[src/rtl/imu_complementary_attitude_filter_unit_macros.svh]
// Assertion macros for the attitude filter.
`ifndef IMU_COMPLEMENTARY_ATTITUDE_FILTER_UNIT_MACROS_SVH
`define IMU_COMPLEMENTARY_ATTITUDE_FILTER_UNIT_MACROS_SVH
`ifndef SYNTHESIS
`define IMU_ASSERT_IMPL(label, clk, rst, a, c) \
  label: assert property (@(posedge clk) disable iff (rst) (a) |-> (c)) else $error("failed");
`define IMU_ASSERT_NEXT(label, clk, rst, a, c) \
  label: assert property (@(posedge clk) disable iff (rst) (a) |=> (c)) else $error("failed");
`else
`define IMU_ASSERT_IMPL(label, clk, rst, a, c)
`define IMU_ASSERT_NEXT(label, clk, rst, a, c)
`endif
`endif

[src/rtl/imu_caf_pkg.sv]
`timescale 1ns / 1ps
// ----------------------------------------------------------------------------
// Attitude filter package
// Shared types, constants, the arctangent table and a saturation helper.
// ----------------------------------------------------------------------------
package imu_caf_pkg;
  localparam int CordicIterations = 16;
  localparam int IterW = 5;
  localparam logic signed [31:0] Deg90 = 32'sd5898240;
  localparam logic [2:0] ADDR_BIAS_X = 3'd0;
  localparam logic [2:0] ADDR_BIAS_Y = 3'd1;
  localparam logic [2:0] ADDR_BIAS_Z = 3'd2;
  localparam logic [2:0] ADDR_GAIN = 3'd3;
  localparam logic [2:0] ADDR_ALPHA = 3'd4;

  typedef struct packed {
    logic signed [15:0] accel_x;
    logic signed [15:0] accel_y;
    logic signed [15:0] accel_z;
    logic signed [15:0] rate_x;
    logic signed [15:0] rate_y;
    logic signed [15:0] rate_z;
  } sample_t;

  typedef struct packed {
    logic signed [31:0] roll_deg;
    logic signed [31:0] pitch_deg;
    logic signed [31:0] yaw_deg;
    logic [31:0] sample_index;
  } result_t;

  typedef struct packed {
    logic signed [15:0] bias_rate_x;
    logic signed [15:0] bias_rate_y;
    logic signed [15:0] bias_rate_z;
    logic [23:0] rate_gain;
    logic [16:0] blend_alpha;
  } cfg_t;

  // Start and done strobes between the sequencer and the CORDIC unit.
  typedef struct packed {
    logic start;
    logic done;
  } cordic_ctl_t;

  function automatic logic signed [31:0] atan_entry(input logic [IterW-1:0] i);
    logic signed [31:0] r;
    case (i)
      5'd0: r = 32'sd2949120;  5'd1: r = 32'sd1740967; 5'd2: r = 32'sd919879;
      5'd3: r = 32'sd466945;   5'd4: r = 32'sd234379;  5'd5: r = 32'sd117304;
      5'd6: r = 32'sd58666;    5'd7: r = 32'sd29335;   5'd8: r = 32'sd14668;
      5'd9: r = 32'sd7334;     5'd10: r = 32'sd3667;   5'd11: r = 32'sd1833;
      5'd12: r = 32'sd917;     5'd13: r = 32'sd458;    5'd14: r = 32'sd229;
      5'd15: r = 32'sd115;     5'd16: r = 32'sd57;     5'd17: r = 32'sd29;
      5'd18: r = 32'sd14;      5'd19: r = 32'sd7;      5'd20: r = 32'sd4;
      5'd21: r = 32'sd2;       5'd22: r = 32'sd1;
      default: r = 32'sd0;
    endcase
    return r;
  endfunction

  function automatic logic signed [31:0] sat32(input logic signed [49:0] v);
    if (v > 50'sd2147483647) return 32'sh7fffffff;
    if (v < -50'sd2147483648) return 32'sh80000000;
    return v[31:0];
  endfunction
endpackage

[src/rtl/imu_caf_cfg.sv]
`timescale 1ns / 1ps
// ----------------------------------------------------------------------------
// Configuration registers
// APB-style register file for biases, rate gain and blend weight.
// ----------------------------------------------------------------------------
module imu_caf_cfg (
  input  logic clk,
  input  logic rst,
  input  logic psel,
  input  logic penable,
  input  logic pwrite,
  input  logic [4:0] paddr,
  input  logic [31:0] pwdata,
  output logic [31:0] prdata,
  output logic pready,
  output imu_caf_pkg::cfg_t cfg
);
  import imu_caf_pkg::*;
  logic [2:0] idx;
  logic wr;

  assign pready = 1'b1;
  assign idx = paddr[4:2];
  assign wr = psel && penable && pwrite;

  // Register writes.
  always_ff @(posedge clk) begin
    if (rst) begin
      cfg.bias_rate_x <= '0;
      cfg.bias_rate_y <= '0;
      cfg.bias_rate_z <= '0;
      cfg.rate_gain <= 24'd300648;
      cfg.blend_alpha <= 17'd62915;
    end else if (wr && paddr[1:0] == 2'b00) begin
      case (idx)
        ADDR_BIAS_X: cfg.bias_rate_x <= pwdata[15:0];
        ADDR_BIAS_Y: cfg.bias_rate_y <= pwdata[15:0];
        ADDR_BIAS_Z: cfg.bias_rate_z <= pwdata[15:0];
        ADDR_GAIN: cfg.rate_gain <= pwdata[23:0];
        ADDR_ALPHA: cfg.blend_alpha <= pwdata[16:0];
        default: ;
      endcase
    end
  end

  // Read mux.
  always_comb begin
    case (idx)
      ADDR_BIAS_X: prdata = {{16{cfg.bias_rate_x[15]}}, cfg.bias_rate_x};
      ADDR_BIAS_Y: prdata = {{16{cfg.bias_rate_y[15]}}, cfg.bias_rate_y};
      ADDR_BIAS_Z: prdata = {{16{cfg.bias_rate_z[15]}}, cfg.bias_rate_z};
      ADDR_GAIN: prdata = {8'd0, cfg.rate_gain};
      ADDR_ALPHA: prdata = {15'd0, cfg.blend_alpha};
      default: prdata = '0;
    endcase
  end
endmodule

[config.mk]
export PLATFORM = sky130hd
export DESIGN_NAME = imu_caf_cfg
export DESIGN_NICKNAME = d
export VERILOG_FILES = /design/src/rtl/imu_complementary_attitude_filter_unit_macros.svh /design/src/rtl/imu_caf_pkg.sv /design/src/rtl/imu_caf_cfg.sv
export SDC_FILE = /design/constraint.sdc
export NUM_CORES = 1
export LEC_CHECK = 0
export CORE_UTILIZATION = 63
export CTS_CLUSTER_SIZE = 10
export DETAILED_ROUTE_END_ITERATION = 8
export DONT_BUFFER_PORTS = 1
export PLACE_DENSITY = 0.89
export REMOVE_ABC_BUFFERS = 1
export SYNTH_ARGS = -nofsm -noshare
export SYNTH_HDL_FRONTEND = slang
export SYNTH_SLANG_ARGS = --single-unit
[constraint.sdc]
create_clock -name clk -period 1.86 [get_ports clk]
set_input_delay 0.186 -clock clk [delete_from_list [all_inputs] [get_ports clk]]
set_output_delay 0.186 -clock clk [all_outputs]
set_load 0.005 [all_outputs]
=== Word-level counts from Yosys, hierarchy flattened ===
Index checks and enable logic that the tools add are counted.

* Bits of input ports: 42
* Bits in registers: 89
* Output and inout port bits: 122
* Logic and storage cells: 20

* Equality and inequality tests: 4
* Mux-type cells: 1
* Reduce and logical (&&, ||, !) cells: 10

{| class="wikitable"
|+ Operator list
! kind !! number
|-
| 32-bit case mux with 5 select lines || 1
|-
| 2-bit AND reduction || 5
|-
| 3-bit by 2-bit equality test with 1-bit output (second input constant) || 2
|-
| 3-bit by 1-bit equality test with 1-bit output (second input constant) || 1
|-
| 3-bit equality test (second input constant) || 1
|-
| 1-bit logical AND || 3
|-
| 3-bit logical NOT || 1
|-
| 2-bit logical NOT || 1
|}

=== Logic depth before layout (Yosys ltp) ===
Gate-level depths: netlist of run 1.

* Depth after elaboration: 4
* Gate-level depth with buffers: 6
* Gate-level depth less buffers: 3

=== Worst setup path after synthesis of run 1 ===
Ideal clock, no wire load.

* Kind: register -> output
* Start point: register cfg[72] (netlist bit)
* End point: output port prdata[25]
* Buffers on the path: 1
* Slack: 316 ps
* Arrival: 1358 ps
* Cell stages (with the launch flop): 4
* Data required time: 1674 ps
* Cells stage by stage: dfxtp_1 -> mux2i_1 -> o31ai_2 -> buf_4

* Cells in the longest elaborated chain, start to end: 1

{| class="wikitable"
|+ Ends and longest elaborated chain
! item !! RTL line !! source
|-
| start, declared || imu_caf_cfg.sv:16 || <nowiki>output imu_caf_pkg::cfg_t cfg</nowiki>
|-
| 32-bit case mux with 5 select lines || imu_caf_cfg.sv:48 || <nowiki>case (idx)</nowiki>
|-
| end, declared || imu_caf_cfg.sv:14 || <nowiki>output logic [31:0] prdata,</nowiki>
|}

Every way passes these cells.

=== Final worst setup path of run 1 ===
* Start point: register cfg[56] (netlist bit)
* End point: output port prdata[15]

Same word-level chain as after synthesis.

==> impl_metrics.prom, run 1 <==
# TYPE chip_impl_metric gauge
chip_impl_metric{name="clock_insertion_delay_worst_skew",unit="ps"} 350
chip_impl_metric{name="clock-sinks",unit=""} 89
chip_impl_metric{name="p_total",unit="uW"} 3360
chip_impl_metric{name="tritoncts_buffers",unit=""} 9
chip_impl_metric{name="floorplan.initialDensity",unit="%"} 66.8
chip_impl_metric{name="area_delta_synth_final",unit="%"} 9.08
chip_impl_metric{name="postCtsSetupRepairBufs",unit=""} 0
chip_impl_metric{name="firstDrtPassIters",unit=""} 5
chip_impl_metric{name="final-max-slew-violation-count",unit=""} 0
chip_impl_metric{name="final-setup-viol-count",unit=""} 0
chip_impl_metric{name="worst_setup_hold_path_clk_slew",unit="ps"} 90
chip_impl_metric{name="maxSlewHeadroom",unit="%"} 57.7
chip_impl_metric{name="max-cap-violations",unit=""} 0
chip_impl_metric{name="grt_pass1_wl",unit="mm"} 18.6
chip_impl_metric{name="fin_tns_setup",unit="ps"} 0
chip_impl_metric{name="detailroute.via_count",unit=""} 3552
chip_impl_metric{name="fin_crit",unit="ps"} 1780
chip_impl_info{name="status",value="completed"} 1
chip_impl_metric{name="routed_via_density",unit=""} 6.60
chip_impl_metric{name="total_number_of_nets_in_the_final_design",unit=""} 498
chip_impl_metric{name="placement_rows",unit=""} 29
chip_impl_metric{name="grt_antenna_before_repair",unit=""} 0
chip_impl_info{name="critPathKind",value="reg2out"} 1
chip_impl_metric{name="wire_per_inst",unit="um"} 22.1
chip_impl_metric{name="layout-drive-gt1-share",unit="%"} 11.7
chip_impl_info{name="crit_path_top_delay_cell",value="sky130_fd_sc_hd__or4bb_1"} 1
chip_impl_metric{name="seqCellArea",unit="um2"} 1780
chip_impl_metric{name="chipWidth",unit="um"} 85.0
chip_impl_metric{name="dp_slack",unit="ps"} 291
chip_impl_metric{name="ys_warn_count",unit=""} 0
chip_impl_metric{name="place.port_buffers",unit=""} 0
chip_impl_info{name="cp_cell_sequence",value="or4bb_1 -> o31ai_2 -> buf_6 -> a221o_1"} 1
chip_impl_metric{name="gp_congestion",unit=""} 0.787
chip_impl_metric{name="pwr_density_cell",unit="nW/um2"} 710
chip_impl_metric{name="worstPathMaxFanout",unit=""} 17
chip_impl_metric{name="drt_first_iter_violations",unit=""} 274
chip_impl_metric{name="dp_hpwl",unit="mm"} 7.24
chip_impl_metric{name="finalCritPeriodShare",unit="%"} 95.8
chip_impl_metric{name="sequential_to_total_area_share_from_yosys_stat",unit="%"} 41.0
chip_impl_metric{name="first_global_vias",unit=""} 3612
chip_impl_metric{name="grt_use_total",unit="%"} 33.2
chip_impl_metric{name="core",unit="um2"} 6490
chip_impl_info{name="worstSetupEndpointType",value="output port"} 1
chip_impl_metric{name="largest_net_degree_at_the_start_of_global_routing",unit=""} 90
chip_impl_metric{name="cp.required",unit="ps"} 1670
chip_impl_metric{name="layout.filler_cells",unit=""} 484
chip_impl_info{name="cts_root_buf",value="sky130_fd_sc_hd__clkbuf_8"} 1
chip_impl_metric{name="p_leak",unit="uW"} 0.00199
chip_impl_metric{name="worst_path_largest_cell_delay",unit="ps"} 410
chip_impl_metric{name="synthesis.instances",unit=""} 453
chip_impl_metric{name="drt-total-wl",unit="mm"} 11.9
chip_impl_info{name="unrepaired_setup_endpoints_after_global_routing",value="false"} 1
chip_impl_metric{name="route.detailed.drc",unit=""} 0
chip_impl_metric{name="fmax",unit="MHz"} 561
chip_impl_metric{name="worst_clock_skew",unit="ps"} 0
chip_impl_info{name="largest_registers",value="cfg (89)"} 1
chip_impl_metric{name="ios",unit=""} 164
chip_impl_metric{name="final_design_area_no_fill",unit="um2"} 4730
chip_impl_metric{name="worst_ir_drop_vdd",unit="V"} 0.000705
chip_impl_metric{name="setup_ws",unit="ps"} 78.0
chip_impl_metric{name="yosys.cell_types.count",unit=""} 33
chip_impl_metric{name="whs",unit="ps"} 1.88
chip_impl_metric{name="avgSynthCellArea",unit="um2"} 9.58
chip_impl_metric{name="clock_tree.htree_level_count",unit=""} 3
chip_impl_info{name="cpLargestDelayFamily",value="simple AND/OR/NAND/NOR gates"} 1
chip_impl_metric{name="timing.critical_path.buf_inv",unit=""} 1
chip_impl_info{name="critPathLaunchType",value="flop"} 1
chip_impl_metric{name="timing_worst_slew_pin_value",unit="ps"} 634
chip_impl_metric{name="post-synth-top-area-fraction",unit="%"} 41.0
chip_impl_metric{name="post_synth_instance_area",unit="um2"} 4340
chip_impl_metric{name="globalRoute.totalOverflow",unit=""} 0
chip_impl_metric{name="multi_input_comb_area",unit="um2"} 2310
chip_impl_metric{name="placed_area",unit="um2"} 4320
chip_impl_metric{name="route.antenna.remaining_nets",unit=""} 0
chip_impl_metric{name="clockBufferDepth",unit=""} 2
chip_impl_metric{name="die_height",unit="um"} 85.0
chip_impl_info{name="synth_top_cell_by_area",value="sky130_fd_sc_hd__dfxtp_1"} 1
chip_impl_metric{name="cp.arrival",unit="ps"} 1600
chip_impl_metric{name="design.die.area",unit="um2"} 7230
chip_impl_info{name="synth_top_cells_by_area",value="sky130_fd_sc_hd__dfxtp_1 41%, sky130_fd_sc_hd__mux2i_1 18%, sky130_fd_sc_hd__nand2b_1 10%"} 1
chip_impl_metric{name="largest_reg_flops",unit=""} 89
chip_impl_metric{name="num_antenna_cells",unit=""} 0
chip_impl_metric{name="postSynthRegisterBits",unit=""} 89
chip_impl_info{name="top_register",value="cfg"} 1
chip_impl_info{name="hold_path_class",value="in2reg"} 1
chip_impl_info{name="tritoncts_clock_tree",value="yes"} 1
chip_impl_metric{name="finalHoldViolCount",unit=""} 0
## metrics by stage
step           util (%)  instances
2_1_floorplan         -        405
3_3_place_gp       66.5        500
3_5_place_dp       66.5        500
4_1_cts            72.9        538
5_1_grt            72.9        538
6_report           72.9        538
## layout make-up
cell class	count	area share, %
clock buffer	10	2.91
sequential	89	37.7
tap	77	2.03
multi-input combinational	316	48.7
timing repair buffer	40	7.80
clock inverter	6	0.899
## power breakdown
part,switching [uW],internal (uW)
clock,693,524
combinational,114,120
sequential,4.65,1910
## path summary, 6_finish.rpt
kind / start / to / slack [ps] / cells past startpoint
setup reg to reg: cfg[40]$_SDFFE_PP0P_ / cfg[40]$_SDFFE_PP0P_ / 630 / 3
setup / recovery: cfg[56]$_SDFFE_PP0P_ / prdata[15] / 80 / 4
hold reg to reg: cfg[56]$_SDFFE_PP0P_ / cfg[56]$_SDFFE_PP0P_ / 500 / 2
hold / removal: pwdata[18] / cfg[35]$_SDFFE_PP1P_ / 2 / 2
## cells in the final DEF (no fill, tap or decap), types with 2 or more instances in the layout
master and count:
sky130_fd_sc_hd__dfxtp_1 88, sky130_fd_sc_hd__mux2i_1 76, sky130_fd_sc_hd__nand2b_1 72, sky130_fd_sc_hd__nor2_1 33
sky130_fd_sc_hd__a22oi_1 28, sky130_fd_sc_hd__dlygate4sd3_1 21, sky130_fd_sc_hd__o21ai_0 17, sky130_fd_sc_hd__nand4_1 17
sky130_fd_sc_hd__buf_4 17, sky130_fd_sc_hd__a21oi_1 16, sky130_fd_sc_hd__mux2_2 14, sky130_fd_sc_hd__o22ai_1 14
sky130_fd_sc_hd__clkbuf_8 10, sky130_fd_sc_hd__a21o_1 7, sky130_fd_sc_hd__nor2b_1 2, sky130_fd_sc_hd__and3b_1 2
sky130_fd_sc_hd__a221o_1 2, sky130_fd_sc_hd__nand2_1 2, sky130_fd_sc_hd__clkinvlp_4 2, sky130_fd_sc_hd__clkinv_2 2
## synthesized netlist by cell type (all sizes together)
cell     count
dfxtp       89
mux2i       76
nand2b      72
nor2        34
a22oi       28
buf         24
clkbuf      24
nand4       17
o21ai       17
a21oi       16
mux2        14
o22ai       14
a21o         7
a221o        2
and3b        2
and4bb       2
nand2        2
nor2b        2
and2         1
and2b        1
conb         1
nand4b       1
nand4bb      1
nor4b        1
nor4bb       1
o21a         1
o2bb2ai      1
o31ai        1
or4bb        1
## logic make-up after synthesis
| logic type | synth area share, % |
|---|---|
| DFF | 41.0 |
| buffers and inverters | 5.82 |
| and+or+nand+nor | 18.9 |
| AOI/OAI and AO/OA | 13.0 |
| muxes | 21.2 |
| other | 0.0864 |
## metal layers
metal  vias up  part of all wire, %  GRT usage [%]
met1      1715                   39           39.7
met4         0                  2.4           15.1
met2       187                   50           56.2
li1       1620                    -              -
met5         -                    0              0
met3        30                  8.8           8.37
## timing repair
item / in CTS / in global routing
hold buffers: 22 / 0
resized for setup: 2 / 0
setup endpoints to repair: 9 / 0
hold endpoints to repair: 32 / 0
No activity file was read; power rests on OpenSTA's default activity.
==> inputs of run 2 (changes only) <==
BUFFER_PORTS_ARGS = -buffer_cell sky130_fd_sc_hd__buf_2   (was not set)
CORE_UTILIZATION = 37   (was 63)
DONT_BUFFER_PORTS = not set   (was 1)
PLACE_DENSITY = 0.73   (was 0.89)
TNS_END_PERCENT = 50   (was not set)
==> impl_metrics.prom, run 2 (same netlist as run 1, synthesis figures left out) <==
# TYPE chip_impl_metric gauge
chip_impl_metric{name="fmax",unit="MHz"} 562
chip_impl_metric{name="route.met3.wl",unit="um"} 860
chip_impl_metric{name="cp.required",unit="ps"} 1670
chip_impl_info{name="worstSetupEndpointType",value="output port"} 1
chip_impl_info{name="maxUsedRoutingLayer",value="met4"} 1
chip_impl_metric{name="largest_reg_flops",unit=""} 89
chip_impl_metric{name="routed_via_density",unit=""} 5.55
chip_impl_metric{name="post-place-cells",unit=""} 730
chip_impl_info{name="tritoncts_clock_tree",value="yes"} 1
chip_impl_metric{name="grt_pass1_wl",unit="mm"} 21.2
chip_impl_metric{name="met2RoutedLength",unit="mm"} 6.78
chip_impl_metric{name="fin_crit",unit="ps"} 1780
chip_impl_metric{name="p_leak",unit="uW"} 0.00276
chip_impl_metric{name="drt-total-wl",unit="mm"} 14.1
chip_impl_metric{name="layout.filler_cells",unit=""} 1101
chip_impl_info{name="cp_cell_sequence",value="or4bb_4 -> o31ai_2 -> buf_2"} 1
chip_impl_metric{name="worst_clock_skew",unit="ps"} 0
chip_impl_metric{name="drt_first_iter_violations",unit=""} 237
chip_impl_metric{name="design.die.area",unit="um2"} 12200
chip_impl_metric{name="p_total",unit="uW"} 4120
chip_impl_metric{name="postCtsSetupRepairBufs",unit=""} 0
chip_impl_metric{name="clock-sinks",unit=""} 89
chip_impl_info{name="cts_root_buf",value="sky130_fd_sc_hd__clkbuf_16"} 1
chip_impl_info{name="most_common_library_cell_in_the_layout_ignoring_fill_and_taps",value="sky130_fd_sc_hd__buf_2"} 1
chip_impl_info{name="crit_path_top_delay_cell",value="sky130_fd_sc_hd__or4bb_4"} 1
chip_impl_metric{name="ios",unit=""} 164
chip_impl_info{name="critPathKind",value="reg2out"} 1
chip_impl_info{name="unrepaired_setup_endpoints_after_global_routing",value="false"} 1
chip_impl_metric{name="gp_congestion",unit=""} 0.822
chip_impl_metric{name="pwr_density_cell",unit="nW/um2"} 734
chip_impl_metric{name="clockBufferDepth",unit=""} 2
chip_impl_metric{name="route.antenna.remaining_nets",unit=""} 0
chip_impl_metric{name="worst_ir_drop_vdd",unit="V"} 0.000341
chip_impl_metric{name="final-setup-viol-count",unit=""} 0
chip_impl_metric{name="tritoncts_buffers",unit=""} 9
chip_impl_metric{name="routedLengthMet1",unit="mm"} 6.18
chip_impl_info{name="critPathLaunchType",value="flop"} 1
chip_impl_metric{name="cp.arrival",unit="ps"} 1590
chip_impl_metric{name="num_antenna_cells",unit=""} 0
chip_impl_info{name="top_register",value="cfg"} 1
chip_impl_metric{name="total_number_of_nets_in_the_final_design",unit=""} 642
chip_impl_metric{name="firstDrtPassIters",unit=""} 5
chip_impl_metric{name="globalRoute.totalOverflow",unit=""} 0
chip_impl_info{name="largest_registers",value="cfg (89)"} 1
chip_impl_metric{name="worst_setup_hold_path_clk_slew",unit="ps"} 60
chip_impl_info{name="most-common-layout-cells",value="154 x sky130_fd_sc_hd__buf_2, 88 x sky130_fd_sc_hd__dfxtp_1, 75 x sky130_fd_sc_hd__mux2i_1"} 1
chip_impl_metric{name="largest_net_degree_at_the_start_of_global_routing",unit=""} 121
chip_impl_metric{name="grt_use_total",unit="%"} 23.4
chip_impl_metric{name="final-max-slew-violation-count",unit=""} 0
chip_impl_info{name="hold_path_class",value="in2reg"} 1
chip_impl_metric{name="worst_path_largest_cell_delay",unit="ps"} 510
chip_impl_metric{name="detailroute.via_count",unit=""} 4150
chip_impl_metric{name="chipWidth",unit="um"} 110
chip_impl_metric{name="die_height",unit="um"} 110
chip_impl_metric{name="area_delta_synth_final",unit="%"} 29.4
chip_impl_metric{name="placement_rows",unit=""} 39
chip_impl_metric{name="clock_insertion_delay_worst_skew",unit="ps"} 340
chip_impl_metric{name="cts.hold.buffers_added",unit=""} 0
chip_impl_metric{name="finalCritPeriodShare",unit="%"} 95.7
chip_impl_metric{name="final_cells",unit=""} 748
chip_impl_metric{name="first_global_vias",unit=""} 4044
chip_impl_metric{name="floorplan.initialDensity",unit="%"} 38.0
chip_impl_metric{name="seqCellArea",unit="um2"} 1780
chip_impl_metric{name="multi_input_comb_area",unit="um2"} 2350
chip_impl_metric{name="route.detailed.drc",unit=""} 0
chip_impl_metric{name="wire_per_inst",unit="um"} 18.8
chip_impl_metric{name="place.port_buffers",unit=""} 154
chip_impl_metric{name="max-cap-violations",unit=""} 0
chip_impl_metric{name="core",unit="um2"} 11400
chip_impl_metric{name="worstPathMaxFanout",unit=""} 8
chip_impl_metric{name="layout-drive-gt1-share",unit="%"} 37.0
chip_impl_metric{name="maxSlewHeadroom",unit="%"} 63.4
chip_impl_metric{name="clock_tree.htree_level_count",unit=""} 3
chip_impl_metric{name="finalHoldViolCount",unit=""} 0
chip_impl_info{name="status",value="completed"} 1
chip_impl_metric{name="timing_worst_slew_pin_value",unit="ps"} 545
chip_impl_metric{name="dp_hpwl",unit="mm"} 9.59
chip_impl_metric{name="grt_antenna_before_repair",unit=""} 0
-- run 2: cell count changes in the layout (fill, tap and decap cells not counted), sizes merged --
cell,delta
buf,+163
bufinv,+1
clkbuf,+1
clkinv,+1
clkinvlp,-2
dlygate4sd3,-21
inv,-1
o31ai,+2
-- run 2: repair_timing --
action,CTS,global route
setup endpoints to repair,17,12
cloned,2,0
resized for setup,4,1
pin swaps,1,0
-- run 2: cell type report --
class	count	area share, %
clock buffers	11	4.50
clock inverters	5	0.958
multi-input cells	318	41.9
flip-flops and latches	89	31.8
well taps	143	3.19
repair buffers	182	17.7
-- run 2: final timing paths --
check | from | end | slack (ps) | depth (start not counted)
max | cfg[56]$_SDFFE_PP0P_ | prdata[27] | 80 | 3
min | pwdata[23] | cfg[40]$_SDFFE_PP0P_ | 110 | 3
max reg2reg | cfg[31]$_SDFFE_PP0P_ | cfg[31]$_SDFFE_PP0P_ | 1160 | 2
min reg2reg | cfg[57]$_SDFFE_PP0P_ | cfg[57]$_SDFFE_PP0P_ | 480 | 2
-- run 2: routing by layer --
metal / GRT usage (%) / up-vias
li1: - / 1905
met1: 29.0 / 2045
met2: 38.4 / 177
met3: 5.53 / 23
met4: 10.3 / 0
met5: 0 / -
-- run 2: report_power, final --
part | total, uW | leakage, uW | switching (uW) | internal (uW)
clock | 1870 | 0.000155 | 756 | 1110
sequential | 1910 | 0.000718 | 3.55 | 1910
combinational | 345 | 0.00188 | 203 | 142
-- run 2: worst max-delay path: cells and delay by family, from the launching register on --
family / cells / cell delay (ps)
AOI/OAI and AO/OA: 1 / 180
and+or+nand+nor: 1 / 510
DFF: 1 / 340
buffers and inverters: 1 / 220
-- run 2: through the flow --
step	setup slack (ps)	hold slack [ps]	area (um2)	setup TNS, ps	util, %
2_1_floorplan	-277	255	4090	-5550	-
3_3_place_gp	79.2	447	5270	0	46.1
3_5_place_dp	55.1	458	5270	0	46.1
4_1_cts	48.4	97.7	5610	0	49.2
5_1_grt	7.77	108	5620	0	49.2
6_report	79.5	107	5620	0	49.2
